`src/design/matrix_compose_vertex_transform_assert.svh`:
```
// matrix_compose_vertex_transform_assert.svh
// Assertion macros used by the vertex transform top module; no dependencies.
`ifndef MATRIX_COMPOSE_VERTEX_TRANSFORM_ASSERT_SVH
`define MATRIX_COMPOSE_VERTEX_TRANSFORM_ASSERT_SVH
`ifndef SYNTHESIS
// property must hold at every rising clock edge outside reset
`define MCVT_ASSERT(lbl, clk, rst, prop) \
   lbl: assert property (@(posedge clk) disable iff (rst) prop) \
      else $error("mcvt: assertion failed");
// expression must never be true outside reset
`define MCVT_NEVER(lbl, clk, rst, expr) \
   lbl: assert property (@(posedge clk) disable iff (rst) !(expr)) \
      else $error("mcvt: forbidden condition");
`else
`define MCVT_ASSERT(lbl, clk, rst, prop)
`define MCVT_NEVER(lbl, clk, rst, expr)
`endif
`endif

```
`src/design/mcvt_pkg.sv`:
```
`timescale 1ns / 1ps
// mcvt_pkg: payload types, command codes and the sine table builder
// for the vertex transform block. No dependencies.
package mcvt_pkg;

   localparam int FRAC_BITS_DEF = 16;
   localparam int WORD_W        = 32;
   localparam int ANGLE_W       = 16;
   localparam int CMD_W         = 3;

   localparam int ANGLE_STEPS         = 360;
   localparam int QUARTER_STEPS       = 90;
   localparam int HALF_STEPS          = 180;
   localparam int THREE_QUARTER_STEPS = 270;
   localparam int TABLE_DEPTH         = QUARTER_STEPS + 1;

   // angle / 360 as a multiply by a reciprocal; result is exact or one low
   localparam int RECIP_SHIFT = 24;
   localparam int ANGLE_RECIP = (1 << RECIP_SHIFT) / ANGLE_STEPS;

   // pi/180 in Q2.30 and the Taylor divisors (2n)(2n+1)
   localparam longint unsigned DEG_TO_RAD_Q30 = 64'd18740330;
   localparam int TAYLOR_TERMS = 8;
   localparam longint unsigned TaylorDiv [TAYLOR_TERMS] =
      '{64'd6, 64'd20, 64'd42, 64'd72, 64'd110, 64'd156, 64'd210, 64'd272};

   typedef enum logic [CMD_W-1:0] {
      CMD_IDENTITY  = 3'd0,
      CMD_ROT_X     = 3'd1,
      CMD_ROT_Y     = 3'd2,
      CMD_ROT_Z     = 3'd3,
      CMD_TRANSLATE = 3'd4,
      CMD_POINT     = 3'd5
   } cmd_type;

   typedef struct packed {
      logic [CMD_W-1:0]          cmd;
      logic [ANGLE_W-1:0]        angle_deg;
      logic signed [WORD_W-1:0]  pos_x;
      logic signed [WORD_W-1:0]  pos_y;
      logic signed [WORD_W-1:0]  pos_z;
   } req_type;

   typedef struct packed {
      logic signed [WORD_W-1:0]  out_x;
      logic signed [WORD_W-1:0]  out_y;
      logic signed [WORD_W-1:0]  out_z;
      logic signed [WORD_W-1:0]  out_w;
   } rsp_type;

   // row-major: [row][col]
   typedef logic [3:0][3:0][WORD_W-1:0] mat_type;

   // control handed to the product stage
   typedef struct packed {
      logic    load;
      cmd_type cmd;
   } prod_ctl_type;

   typedef logic [WORD_W-1:0] sin_table_type [TABLE_DEPTH];

   // sin(0..90 deg): Q30 Taylor series, rounded half up to frac_bits
   function automatic sin_table_type build_sin_table(input int frac_bits);
      sin_table_type     tbl;
      longint unsigned   x;
      longint unsigned   t;
      longint            sum;
      for (int k = 0; k < TABLE_DEPTH; k++) begin
         x   = 64'(k) * DEG_TO_RAD_Q30;
         t   = x;
         sum = longint'(x);
         for (int n = 1; n <= TAYLOR_TERMS; n++) begin
            t = (t * x) >> 30;
            t = (t * x) >> 30;
            t = t / TaylorDiv[n-1];
            if ((n & 1) != 0)
               sum = sum - longint'(t);
            else
               sum = sum + longint'(t);
         end
         if (sum < 0)
            sum = 0;
         tbl[k] = WORD_W'((64'(sum) + (64'd1 << (29 - frac_bits))) >> (30 - frac_bits));
      end
      return tbl;
   endfunction

endpackage

```
`src/design/mcvt_row_sum.sv`:
```
`timescale 1ns / 1ps
// mcvt_row_sum: pair sums and full sum of one row of products, saturated
// to 32 bits. Depends on mcvt_pkg.
module mcvt_row_sum #(
   parameter int FRAC_BITS = mcvt_pkg::FRAC_BITS_DEF
) (
   input  logic [3:0][2*mcvt_pkg::WORD_W-FRAC_BITS-1:0] prod,
   output logic signed [mcvt_pkg::WORD_W-1:0]           pair_lo,
   output logic signed [mcvt_pkg::WORD_W-1:0]           pair_hi,
   output logic signed [mcvt_pkg::WORD_W-1:0]           total
);

   localparam int WORD_W = mcvt_pkg::WORD_W;
   localparam int PROD_W = 2 * WORD_W - FRAC_BITS;
   localparam int SUM_W  = PROD_W + 2;

   logic signed [SUM_W-1:0] lo_sum;
   logic signed [SUM_W-1:0] hi_sum;
   logic signed [SUM_W-1:0] all_sum;

   function automatic logic signed [WORD_W-1:0] sat_word(input logic signed [SUM_W-1:0] v);
      logic [SUM_W-WORD_W:0] top_bits;
      top_bits = v[SUM_W-1:WORD_W-1];
      if (top_bits == '0 || top_bits == '1)
         return $signed(v[WORD_W-1:0]);
      else if (v[SUM_W-1])
         return $signed({1'b1, {(WORD_W-1){1'b0}}});
      else
         return $signed({1'b0, {(WORD_W-1){1'b1}}});
   endfunction

   assign lo_sum  = SUM_W'($signed(prod[0])) + SUM_W'($signed(prod[1]));
   assign hi_sum  = SUM_W'($signed(prod[2])) + SUM_W'($signed(prod[3]));
   assign all_sum = lo_sum + hi_sum;

   assign pair_lo = sat_word(lo_sum);
   assign pair_hi = sat_word(hi_sum);
   assign total   = sat_word(all_sum);

endmodule
```
`config.mk`:
```
export PLATFORM = sky130hd
export DESIGN_NAME = mcvt_row_sum
export DESIGN_NICKNAME = d
export VERILOG_FILES = /design/src/design/matrix_compose_vertex_transform_assert.svh /design/src/design/mcvt_pkg.sv /design/src/design/mcvt_row_sum.sv
export SDC_FILE = /design/constraint.sdc
export NUM_CORES = 1
export LEC_CHECK = 0
export ABC_AREA = 1
export BUFFER_PORTS_ARGS = -buffer_cell sky130_fd_sc_hd__buf_2
export CAP_MARGIN = 10
export CORE_ASPECT_RATIO = 0.75
export CORE_MARGIN = 2
export CORE_UTILIZATION = 30
export DETAILED_ROUTE_END_ITERATION = 6
export PLACE_DENSITY = 0.51
export SLEW_MARGIN = 10
export SYNTH_ARGS = -nofsm -noshare
export SYNTH_HDL_FRONTEND = slang
export SYNTH_SLANG_ARGS = --single-unit
```
`constraint.sdc`:
```
create_clock -name vclk -period 4.1
set_clock_uncertainty 0.1 [all_clocks]
set_input_delay 0 -clock vclk [all_inputs]
set_output_delay 0 -clock vclk [all_outputs]
set_load 0.02 [all_outputs]
```
==> out/metrics.cfg <==
[floorplan]
die_area_um2=39700
die_h_um=173
initial_utilization_pct=30.6
io_pins=288
coreArea_um2=37300
rows=61
fp.dieW_um=229

[clock_network]
ctsHoldBuffers=0

[final_layout]
drive_gt1_share_pct=50.4
antennaDiodeCount=0
fin_nets=3501
seq_area_um2=0
flops_and_latches=0
area_delta_synth_final_pct=95.3
nClkBuffers=0
final_area_um2=22300

[placement]
place_hpwl_um=48200
postPlaceCellArea_um2=17700
io_buffers=288
gp_congestion=0.968

[power]
p_seq_share_pct=0
vdd_drop_max_mv=0.352
switching_share_pct=54.1
power.leakage_uw=0.0116
p_per_area_nw_per_um2=424
power.switching_uw=5120
total_power_uw=9480
comb_power_share_pct=100.0
clockPowerShare_pct=0
internal_power_uw=4350

[timing]
finalWorstSetupSlack_ns=-0.264
setup_viol=31
hold_slack_ns=0.367
hold_violations=0
final.setup.tns_ns=-6.80
rsz0062_at_grt=true
slew_headroom_pct=60.3
min_period_ns=4.36
fmax_ghz=0.229
slew_violations=0
tightest_slew_ns=0.589
fin_crit_sh_pct=106

[routing]
detail_route.wl_per_cell_um=16.3
wirelength_um=59600
num_vias=18056
drtPass1Iterations=6
drc=0
drt_iter0_drc=1214
viasPerCell=4.92
postRouteAntennaNets=0

[synth]
syn_nets=2564
synth_top_area_share_pct=28.5
ys_warn_count=0
synthCells=2228
yosysUniqueCellTypes=45
postSynthAreaPerCell_um2=5.13
synth_area_um2=11400
synth_top_cell_by_area=nand2_1
ys_seq_area_share_pct=0
netlist_top_cells_area=nand2_1 (29%), ha_1 (15%), inv_1 (10%)

[critical_path]
crit_slowest_cell=ha_4
crit_buf_inv=8
cp-start-kind=input port
crit_arrival_ns=4.26
critical_path_required_ns=4.00
worstSetupPathType=input port to output port
cp_num_cells=33
worst-path-max-fanout=6
endpoint_kind=output port
cpMostUsedCell=nand2_2
worst_path_dominant_cell_family=simple AND/OR/NAND/NOR gates
critPathMaxStageDelay_ns=0.28

[status]
outcome=complete, but fails checks
violations=negative setup slack

[min_path]
hold_depth=5
min_path_type=input port to output port
hp-start=prod[0]
min_to=pair_lo[0]

[grt]
grt_pass1_wl_um=87200
grt_max_degree=32
antenna_found_initial=0
grt_use_total_pct=26.9
grt_pass1_vias=17032
grt_overflow_total=0

[flow_run]
maxCapViolations=0

## per-layer routing
layer	up-vias	routed length, um	track usage [%]
met4	0	948	3.76
li1	9001	-	-
met3	64	3360	1.78
met5	-	0	0
met1	8423	28700	39.8
met2	568	26600	43.5
## what timing repair did
action / CTS / global route
setup buffers: 57 / 44
pin swaps: 102 / 142
cloned: 0 / 3
endpoints found under the setup margin: 32 / 40
resized for setup: 419 / 411
## kinds of logic after synthesis
logic type,Yosys count,synth area share [%]
XOR/XNOR,112,8.58
AND/OR/NAND/NOR,1359,50.4
adder cells (fa/ha/maj),144,16.0
buffers and inverters,334,11.4
AO/OA/AOI/OAI,279,13.7
## how the worst max path moves through the flow
stage	from	end	slack (ns)
after floorplan	prod[96]	total[12]	0.02
after global placement	prod[0]	total[24]	-0.81
after detailed placement	prod[0]	total[1]	-0.87
after CTS	prod[17]	total[16]	-0.17
after global routing	prod[103]	total[24]	-0.50
final	prod[19]	total[24]	-0.26
## final cells by class
cell class | instances | area, um^2
inverter | 316 | 1190
fill | 3444 | 15000
timing repair buffer | 953 | 6940
tap | 504 | 631
multi-input combinational | 1894 | 13600
## stage by stage
stage,utilization (%),cells,setup slack [ns]
final,59.8,3667,-0.264
after global routing,59.8,3667,-0.502
after CTS,54.1,3623,-0.174
after detailed placement,47.4,3570,-0.874
after global placement,47.4,3570,-0.812
after floorplan,-,2228,0.0245
## layout by cell type (no fill, tap or decap), drive strengths merged, types with 5 or more instances in the layout
| cell type | count |
|---|---|
| buf | 950 |
| nand2 | 912 |
| inv | 316 |
| nor2 | 232 |
| a21oi | 149 |
| ha | 141 |
| nand3 | 133 |
| xor2 | 75 |
| o21ai | 53 |
| nand4 | 41 |
| xnor2 | 37 |
| a31oi | 31 |
| o21bai | 17 |
| nor3 | 14 |
| nor4 | 11 |
| a21o | 8 |
| o31ai | 5 |
| and2 | 5 |
## Yosys cell counts (2+ instances only)
| library cell | count |
|---|---|
| inv_2 | 5 |
| a31oi_1 | 31 |
| xor2_1 | 75 |
| nor2_4 | 3 |
| a21boi_0 | 3 |
| nand3_1 | 121 |
| o31ai_1 | 5 |
| ha_1 | 141 |
| nand3b_1 | 3 |
| a21oi_2 | 3 |
| xnor2_1 | 37 |
| o21bai_1 | 17 |
| and2_1 | 5 |
| o21ai_1 | 5 |
| nor3_1 | 13 |
| or2_1 | 2 |
| o211ai_1 | 4 |
| a21oi_1 | 146 |
| nand2_4 | 4 |
| buf_6 | 2 |
| buf_4 | 4 |
| fa_1 | 3 |
| nor4_1 | 10 |
| nand3_2 | 12 |
| o21ai_0 | 48 |
| buf_2 | 12 |
| nor2_1 | 203 |
| nor2_2 | 26 |
| nand2_1 | 869 |
| nand4_1 | 41 |
| a21o_1 | 8 |
| o21a_1 | 3 |
| nand2_2 | 39 |
| and3_1 | 4 |
| inv_1 | 311 |
## power groups by stage
stage               clock network (uW)  logic [uW]  registers [uW]
finish                               0        9480               0
global route                         0       10000               0
CTS                                  0        8180               0
detailed placement                   0        6930               0
global placement                     0        6900               0
floorplan                            0        3570               0
Power figures use the tool's default switching activity.
