$ cat config.mk
export PLATFORM = sky130hd
export DESIGN_NAME = mcvt_trig
export DESIGN_NICKNAME = d
export VERILOG_FILES = /design/src/design/matrix_compose_vertex_transform_assert.svh /design/src/design/mcvt_pkg.sv /design/src/design/mcvt_trig.sv
export SDC_FILE = /design/constraint.sdc
export NUM_CORES = 1
export LEC_CHECK = 0
export BUFFER_PORTS_ARGS = -buffer_cell sky130_fd_sc_hd__buf_2
export CORE_UTILIZATION = 30
export DETAILED_ROUTE_END_ITERATION = 12
export GPL_ROUTABILITY_DRIVEN = 1
export PLACE_DENSITY_LB_ADDON = 0.1
export SYNTH_ARGS = -nofsm -noshare
export SYNTH_HDL_FRONTEND = slang
export SYNTH_SLANG_ARGS = --single-unit
$ cat constraint.sdc
create_clock -name vclk -period 32.3
set_input_delay 3.23 -clock vclk [all_inputs]
set_output_delay 3.23 -clock vclk [all_outputs]
set_load 0.005 [all_outputs]
$ cat src/design/matrix_compose_vertex_transform_assert.svh
// matrix_compose_vertex_transform_assert.svh
// Assertion macros used by the vertex transform top module; no dependencies.
`ifndef MATRIX_COMPOSE_VERTEX_TRANSFORM_ASSERT_SVH
`define MATRIX_COMPOSE_VERTEX_TRANSFORM_ASSERT_SVH
`ifndef SYNTHESIS
// property must hold at every rising clock edge outside reset
`define MCVT_ASSERT(lbl, clk, rst, prop) \
   lbl: assert property (@(posedge clk) disable iff (rst) prop) \
      else $error("mcvt: assertion failed");
// expression must never be true outside reset
`define MCVT_NEVER(lbl, clk, rst, expr) \
   lbl: assert property (@(posedge clk) disable iff (rst) !(expr)) \
      else $error("mcvt: forbidden condition");
`else
`define MCVT_ASSERT(lbl, clk, rst, prop)
`define MCVT_NEVER(lbl, clk, rst, expr)
`endif
`endif

$ cat src/design/mcvt_pkg.sv
`timescale 1ns / 1ps
// mcvt_pkg: payload types, command codes and the sine table builder
// for the vertex transform block. No dependencies.
package mcvt_pkg;

   localparam int FRAC_BITS_DEF = 16;
   localparam int WORD_W        = 32;
   localparam int ANGLE_W       = 16;
   localparam int CMD_W         = 3;

   localparam int ANGLE_STEPS         = 360;
   localparam int QUARTER_STEPS       = 90;
   localparam int HALF_STEPS          = 180;
   localparam int THREE_QUARTER_STEPS = 270;
   localparam int TABLE_DEPTH         = QUARTER_STEPS + 1;

   // angle / 360 as a multiply by a reciprocal; result is exact or one low
   localparam int RECIP_SHIFT = 24;
   localparam int ANGLE_RECIP = (1 << RECIP_SHIFT) / ANGLE_STEPS;

   // pi/180 in Q2.30 and the Taylor divisors (2n)(2n+1)
   localparam longint unsigned DEG_TO_RAD_Q30 = 64'd18740330;
   localparam int TAYLOR_TERMS = 8;
   localparam longint unsigned TaylorDiv [TAYLOR_TERMS] =
      '{64'd6, 64'd20, 64'd42, 64'd72, 64'd110, 64'd156, 64'd210, 64'd272};

   typedef enum logic [CMD_W-1:0] {
      CMD_IDENTITY  = 3'd0,
      CMD_ROT_X     = 3'd1,
      CMD_ROT_Y     = 3'd2,
      CMD_ROT_Z     = 3'd3,
      CMD_TRANSLATE = 3'd4,
      CMD_POINT     = 3'd5
   } cmd_type;

   typedef struct packed {
      logic [CMD_W-1:0]          cmd;
      logic [ANGLE_W-1:0]        angle_deg;
      logic signed [WORD_W-1:0]  pos_x;
      logic signed [WORD_W-1:0]  pos_y;
      logic signed [WORD_W-1:0]  pos_z;
   } req_type;

   typedef struct packed {
      logic signed [WORD_W-1:0]  out_x;
      logic signed [WORD_W-1:0]  out_y;
      logic signed [WORD_W-1:0]  out_z;
      logic signed [WORD_W-1:0]  out_w;
   } rsp_type;

   // row-major: [row][col]
   typedef logic [3:0][3:0][WORD_W-1:0] mat_type;

   // control handed to the product stage
   typedef struct packed {
      logic    load;
      cmd_type cmd;
   } prod_ctl_type;

   typedef logic [WORD_W-1:0] sin_table_type [TABLE_DEPTH];

   // sin(0..90 deg): Q30 Taylor series, rounded half up to frac_bits
   function automatic sin_table_type build_sin_table(input int frac_bits);
      sin_table_type     tbl;
      longint unsigned   x;
      longint unsigned   t;
      longint            sum;
      for (int k = 0; k < TABLE_DEPTH; k++) begin
         x   = 64'(k) * DEG_TO_RAD_Q30;
         t   = x;
         sum = longint'(x);
         for (int n = 1; n <= TAYLOR_TERMS; n++) begin
            t = (t * x) >> 30;
            t = (t * x) >> 30;
            t = t / TaylorDiv[n-1];
            if ((n & 1) != 0)
               sum = sum - longint'(t);
            else
               sum = sum + longint'(t);
         end
         if (sum < 0)
            sum = 0;
         tbl[k] = WORD_W'((64'(sum) + (64'd1 << (29 - frac_bits))) >> (30 - frac_bits));
      end
      return tbl;
   endfunction

endpackage

$ cat src/design/mcvt_trig.sv
`timescale 1ns / 1ps
// mcvt_trig: angle reduction mod 360 and sine/cosine lookup by quadrant.
// Depends on mcvt_pkg.
module mcvt_trig #(
   parameter int FRAC_BITS = mcvt_pkg::FRAC_BITS_DEF
) (
   input  logic [mcvt_pkg::ANGLE_W-1:0] angle_deg,
   output logic signed [FRAC_BITS+1:0]  sin_val,
   output logic signed [FRAC_BITS+1:0]  cos_val
);

   localparam int TRIG_W = FRAC_BITS + 2;
   localparam int QUOT_W = 8;
   localparam int REM_W  = 10;
   localparam int DEG_W  = 9;
   localparam int IDX_W  = 7;
   localparam mcvt_pkg::sin_table_type SIN_TABLE = mcvt_pkg::build_sin_table(FRAC_BITS);

   logic [2*mcvt_pkg::ANGLE_W-1:0] quot_prod;
   logic [QUOT_W-1:0]              quot;
   logic [REM_W-1:0]               rem_raw;
   logic [REM_W-1:0]               cos_raw;
   logic [DEG_W-1:0]               sin_angle;
   logic [DEG_W-1:0]               cos_angle;

   function automatic logic signed [TRIG_W-1:0] sin_lookup(input logic [DEG_W-1:0] a);
      logic [IDX_W-1:0]         idx;
      logic                     neg;
      logic signed [TRIG_W-1:0] mag;
      if (a <= DEG_W'(mcvt_pkg::QUARTER_STEPS)) begin
         idx = IDX_W'(a);
         neg = 1'b0;
      end else if (a <= DEG_W'(mcvt_pkg::HALF_STEPS)) begin
         idx = IDX_W'(DEG_W'(mcvt_pkg::HALF_STEPS) - a);
         neg = 1'b0;
      end else if (a <= DEG_W'(mcvt_pkg::THREE_QUARTER_STEPS)) begin
         idx = IDX_W'(a - DEG_W'(mcvt_pkg::HALF_STEPS));
         neg = 1'b1;
      end else begin
         idx = IDX_W'(DEG_W'(mcvt_pkg::ANGLE_STEPS) - a);
         neg = 1'b1;
      end
      mag = $signed(SIN_TABLE[idx][TRIG_W-1:0]);
      return neg ? -mag : mag;
   endfunction

   assign quot_prod = (2*mcvt_pkg::ANGLE_W)'(angle_deg)
                    * (2*mcvt_pkg::ANGLE_W)'(mcvt_pkg::ANGLE_RECIP);
   assign quot      = quot_prod[mcvt_pkg::RECIP_SHIFT +: QUOT_W];
   // remainder lands in [0, 720): one conditional subtract finishes it
   assign rem_raw   = REM_W'(angle_deg - mcvt_pkg::ANGLE_W'(quot)
                                       * mcvt_pkg::ANGLE_W'(mcvt_pkg::ANGLE_STEPS));
   assign sin_angle = (rem_raw >= REM_W'(mcvt_pkg::ANGLE_STEPS))
                    ? DEG_W'(rem_raw - REM_W'(mcvt_pkg::ANGLE_STEPS)) : DEG_W'(rem_raw);
   assign cos_raw   = REM_W'(sin_angle) + REM_W'(mcvt_pkg::QUARTER_STEPS);
   assign cos_angle = (cos_raw >= REM_W'(mcvt_pkg::ANGLE_STEPS))
                    ? DEG_W'(cos_raw - REM_W'(mcvt_pkg::ANGLE_STEPS)) : DEG_W'(cos_raw);

   assign sin_val = sin_lookup(sin_angle);
   assign cos_val = sin_lookup(cos_angle);

endmodule

==> impl_metrics.ini, run 1 <==
[status]
status = finished, final reports clean

[critical_path]
path_common_cell = ha_1
slowest_stage = mux2i_1
max_stage_delay_ns = 0.92
arrival_ns = 20.12
endpoint_kind = output port
critPathLaunchType = input pin
crit_start = angle_deg[6]
setup.worst_path.class = input pin to output port
crit_fanout = 11
crit_required_ns = 29.07

[floorplan]
die_area_sq_um = 40600
design.core.area_sq_um = 38900
initial_core_util_pct = 30.7
row_count = 72
ios = 52
die_y_microns = 202
die_w_microns = 202

[hold_path]
hold_path.startpoint = angle_deg[0]
hold_class = input pin to output port

[drt]
ant_nets = 0
drc = 0
wl_met2_microns = 20900
wl_met1_microns = 21100
dr.max_layer_used = met5
drt_first_pass_iters = 5
wl_met3_microns = 2890
avgRoutedWirePerCell_microns = 21.4
drt_first_iter_violations = 1179
vias_per_cell = 5.97
vias = 12800
finalWirelength_microns = 45700

[cells_and_area]
seq_cells = 0
multi_input_comb_area_sq_um = 10900
n_clock_buffer = 0
layout-drive-gt1-share_pct = 9.68
area_delta_synth_final_pct = 6.40
nFillCells = 4285
nNetsFinal = 1876
antennaDiodeCount = 0
layout.area.seq_sq_um = 0

[synthesis]
synth.avg_cell_area_sq_um = 7.26
synth_cells = 1645
muxShareOfSynthArea_pct = 4.59
synth_xor_area_share_pct = 6.17
yosys.area.top_type_share_pct = 17.2
syn_area_sq_um = 11900
synth.most_common_cell = inv_1
ys_top_cells_by_count = inv_1 (176), ha_1 (164), nand2_1 (139)
synth_seq_area_share_pct = 0
ys_warn_count = 0
synth_nets = 1897
synthSimpleGateAreaFrac_pct = 17.7
ys_types = 103
synth_top_family_by_area = compound AO/OA/AOI/OAI gates
yosys-top-cells-area = ha_1 (17%), fa_1 (12%), inv_1 (5.5%)
synth-compound-area-share_pct = 32.4
synthAdderAreaFrac_pct = 29.5
yosys.area.top_type = ha_1

[global_routing]
grt_pass1_vias = 12400
grt_pass1_wl_microns = 73300
overflow = 0
grtUsageTotal_pct = 22.2
grt_max_degree = 55
antenna_found_initial = 1

[sta]
rsz0062_at_grt = false
finalCriticalPeriod_ns = 23.35
tightest_slew_ns = 1.08
setup_tns_ns = 0
slew_headroom_pct = 26.1
setup_viol = 0
setup_ws_ns = 8.95
hold_viol = 0
slew_viol_final = 0
max_freq_mhz = 42.8
fin_crit_sh_pct = 72.3
whs_ns = 7.74

[place]
pre_cts_slack_ns = 9.10
hpwl_microns = 35000
place.gp.congestion = 0.940
numPortBuffers = 52

[clock_network]
cts_resized = 0
post_cts_buffers = 0
hold_buffers = 0

[run]
maxCapViolations = 0
[metal layers]
metal,track usage [%],up-vias
met2,36.6,548
met3,1.52,80
met5,0,-
met1,31.7,6133
li1,-,6016
met4,4.06,2
[layout make-up]
cell class | instances | area share (%)
multi-input combinational | 1357 | 85.6
inverter | 181 | 5.35
tap | 518 | 5.10
timing repair buffer | 84 | 3.94
[through the flow]
| stage | instances | cell area [sq um] | utilization (%) |
|---|---|---|---|
| 3_3_place_gp | 2140 | 12700 | 32.6 |
| 6_report | 2140 | 12700 | 32.7 |
| 3_5_place_dp | 2140 | 12700 | 32.6 |
| 5_1_grt | 2140 | 12700 | 32.7 |
| 2_1_floorplan | 1645 | 11900 | - |
| 4_1_cts | 2140 | 12700 | 32.6 |
[final timing paths]
path | end | cells after the start
setup / recovery | cos_val[14] | 63
hold / removal | cos_val[4] | 8
[critical path, delay by kind of cell]
family | cells | cell delay, ns
muxes | 2 | 1.19
adders and majority gates | 16 | 6.19
and+or+nand+nor | 15 | 4.48
AOI/OAI and AO/OA | 17 | 3.32
xor gates and xnor gates | 3 | 0.63
buffers and inverters | 10 | 1.01
[cells in the final DEF (no fill, tap or decap), types with 10 or more instances in the layout]
| cell | n |
|---|---|
| o221ai_1 | 10 |
| mux2i_1 | 20 |
| o21ai_1 | 10 |
| a21oi_1 | 107 |
| buf_4 | 32 |
| nand4_1 | 13 |
| ha_1 | 164 |
| xor2_1 | 19 |
| a21o_1 | 14 |
| o2111ai_1 | 11 |
| nor2_1 | 122 |
| o21ai_0 | 94 |
| a221oi_1 | 12 |
| nor3_1 | 49 |
| nand2_1 | 139 |
| xnor2_1 | 51 |
| a211oi_1 | 29 |
| o311ai_0 | 11 |
| nor4_1 | 11 |
| o211ai_1 | 38 |
| a31oi_1 | 37 |
| a211o_1 | 10 |
| fa_1 | 72 |
| and2_1 | 10 |
| buf_2 | 52 |
| nand3_1 | 55 |
| o31ai_1 | 20 |
| inv_1 | 176 |
[logic make-up (layout without fill, tap and decap cells)]
family | after synthesis | in the layout
AOI/OAI and AO/OA | 544 | 544
and+or+nand+nor | 454 | 454
buffers and inverters | 288 | 265
adders and majority gates | 239 | 239
xor gates and xnor gates | 79 | 79
muxes | 41 | 41
Power of run 1 is not shown: default switching activity piles up to over one toggle a cycle in this logic, so the estimate is an artifact.
==> inputs of run 2 (changes only) <==
Clock period 32.3 ns to 19.6 ns, I/O delays scaled along.
==> impl_metrics.ini, run 2 (synthesis gave the netlist of run 1 again) <==
[status]
status = finished, final reports clean

[critical_path]
crit_fanout = 9
setup.worst_path.class = input pin to output port
cpLargestDelayFamily = adder cells
arrival_ns = 16.89
slowest_stage = a221oi_1
cp_num_buf_inv = 13
cp.depth = 62
max_stage_delay_ns = 0.62
critPathLaunchType = input pin
crit_required_ns = 17.64
endpoint_kind = output port

[run]
maxCapViolations = 0

[cells_and_area]
layout-drive-gt1-share_pct = 13.1
nFillCells = 4252
nNetsFinal = 1918
area_delta_synth_final_pct = 10.3
layout.area.seq_sq_um = 0
multi_input_comb_area_sq_um = 11000
utilization_pct = 33.8
antennaDiodeCount = 0
final_common_cell = inv_1
layout_common_cells = inv_1 (174), ha_1 (162), nand2_1 (139), nor2_1 (121), a21oi_1 (105)
fin_cells = 2182
n_clock_buffer = 0
seq_cells = 0
design_area_sq_um = 13200

[sta]
hold_viol = 0
setup_tns_ns = 0
tightest_slew_ns = 1.12
slew_headroom_pct = 23.2
finalCriticalPeriod_ns = 18.85
setup_viol = 0
max_freq_mhz = 53.1
fin_crit_sh_pct = 96.2
slew_viol_final = 0

[drt]
vias_per_cell = 5.98
ant_nets = 0
drt_first_iter_violations = 1244
vias = 13000
drc = 0
finalWirelength_microns = 47800
drt_first_pass_iters = 6
avgRoutedWirePerCell_microns = 21.9

[floorplan]
design.core.area_sq_um = 38900
row_count = 72
initial_core_util_pct = 30.7
ios = 52
die_w_microns = 202
die_y_microns = 202
die_area_sq_um = 40600

[hold_path]
hold_class = input pin to output port
hold_depth = 8

[clock_network]
hold_buffers = 0

[place]
numPortBuffers = 52
hpwl_microns = 37100
placed_cell_area_sq_um = 13000
place.gp.congestion = 0.945
place_inst = 2174

[global_routing]
grtUsageTotal_pct = 23.1
antenna_found_initial = 0
overflow = 0
grt_pass1_vias = 12700
grt_max_degree = 46
grt_pass1_wl_microns = 75500
## run 2: cell types whose count changed in the layout (fill, tap and decap cells not counted), sizes merged
cell and change:
buf +42
## run 2: cell type report
class	instances	share of cell area [%]
Tap cell	518	4.92
Timing Repair Buffer	126	6.29
Inverter	181	5.16
Multi-Input combinational cell	1357	83.6
## run 2: worst paths after layout
check / from / slack, ns / to
max: angle_deg[7] / 0.75 / cos_val[13]
min: angle_deg[0] / 5.19 / cos_val[8]
## run 2: metrics by stage
stage	setup WS (ns)	hold WS, ns
5_1_grt	-0.0118	5.27
6_report	0.750	5.19
2_1_floorplan	1.64	4.49
4_1_cts	0.0599	5.23
3_5_place_dp	0.0523	5.21
3_3_place_gp	0.388	5.23
## run 2: repair_timing
| action | 4_1_cts | 5_1_grt |
|---|---|---|
| setup endpoints to repair | 0 | 17 |
| resized for setup | 0 | 28 |
| buffers inserted | 0 | 8 |
## run 2: tightest hold or removal path, delay by kind of cell
kind            cells  cell delay [ns]
buf+inv             3             0.58
compound gates      2             0.31
simple gates        2             0.25
xor+xnor            1             0.13
## run 2: per-layer routing
| layer | part of all wire [%] | vias to the layer above | track usage, % |
|---|---|---|---|
| met5 | 0 | - | 0 |
| met4 | 2.1 | 0 | 4.98 |
| met3 | 6.1 | 72 | 1.65 |
| met2 | 46 | 571 | 38.0 |
| met1 | 46 | 6305 | 32.8 |
| li1 | - | 6097 | - |
Power of run 2 is left out for the same reason.
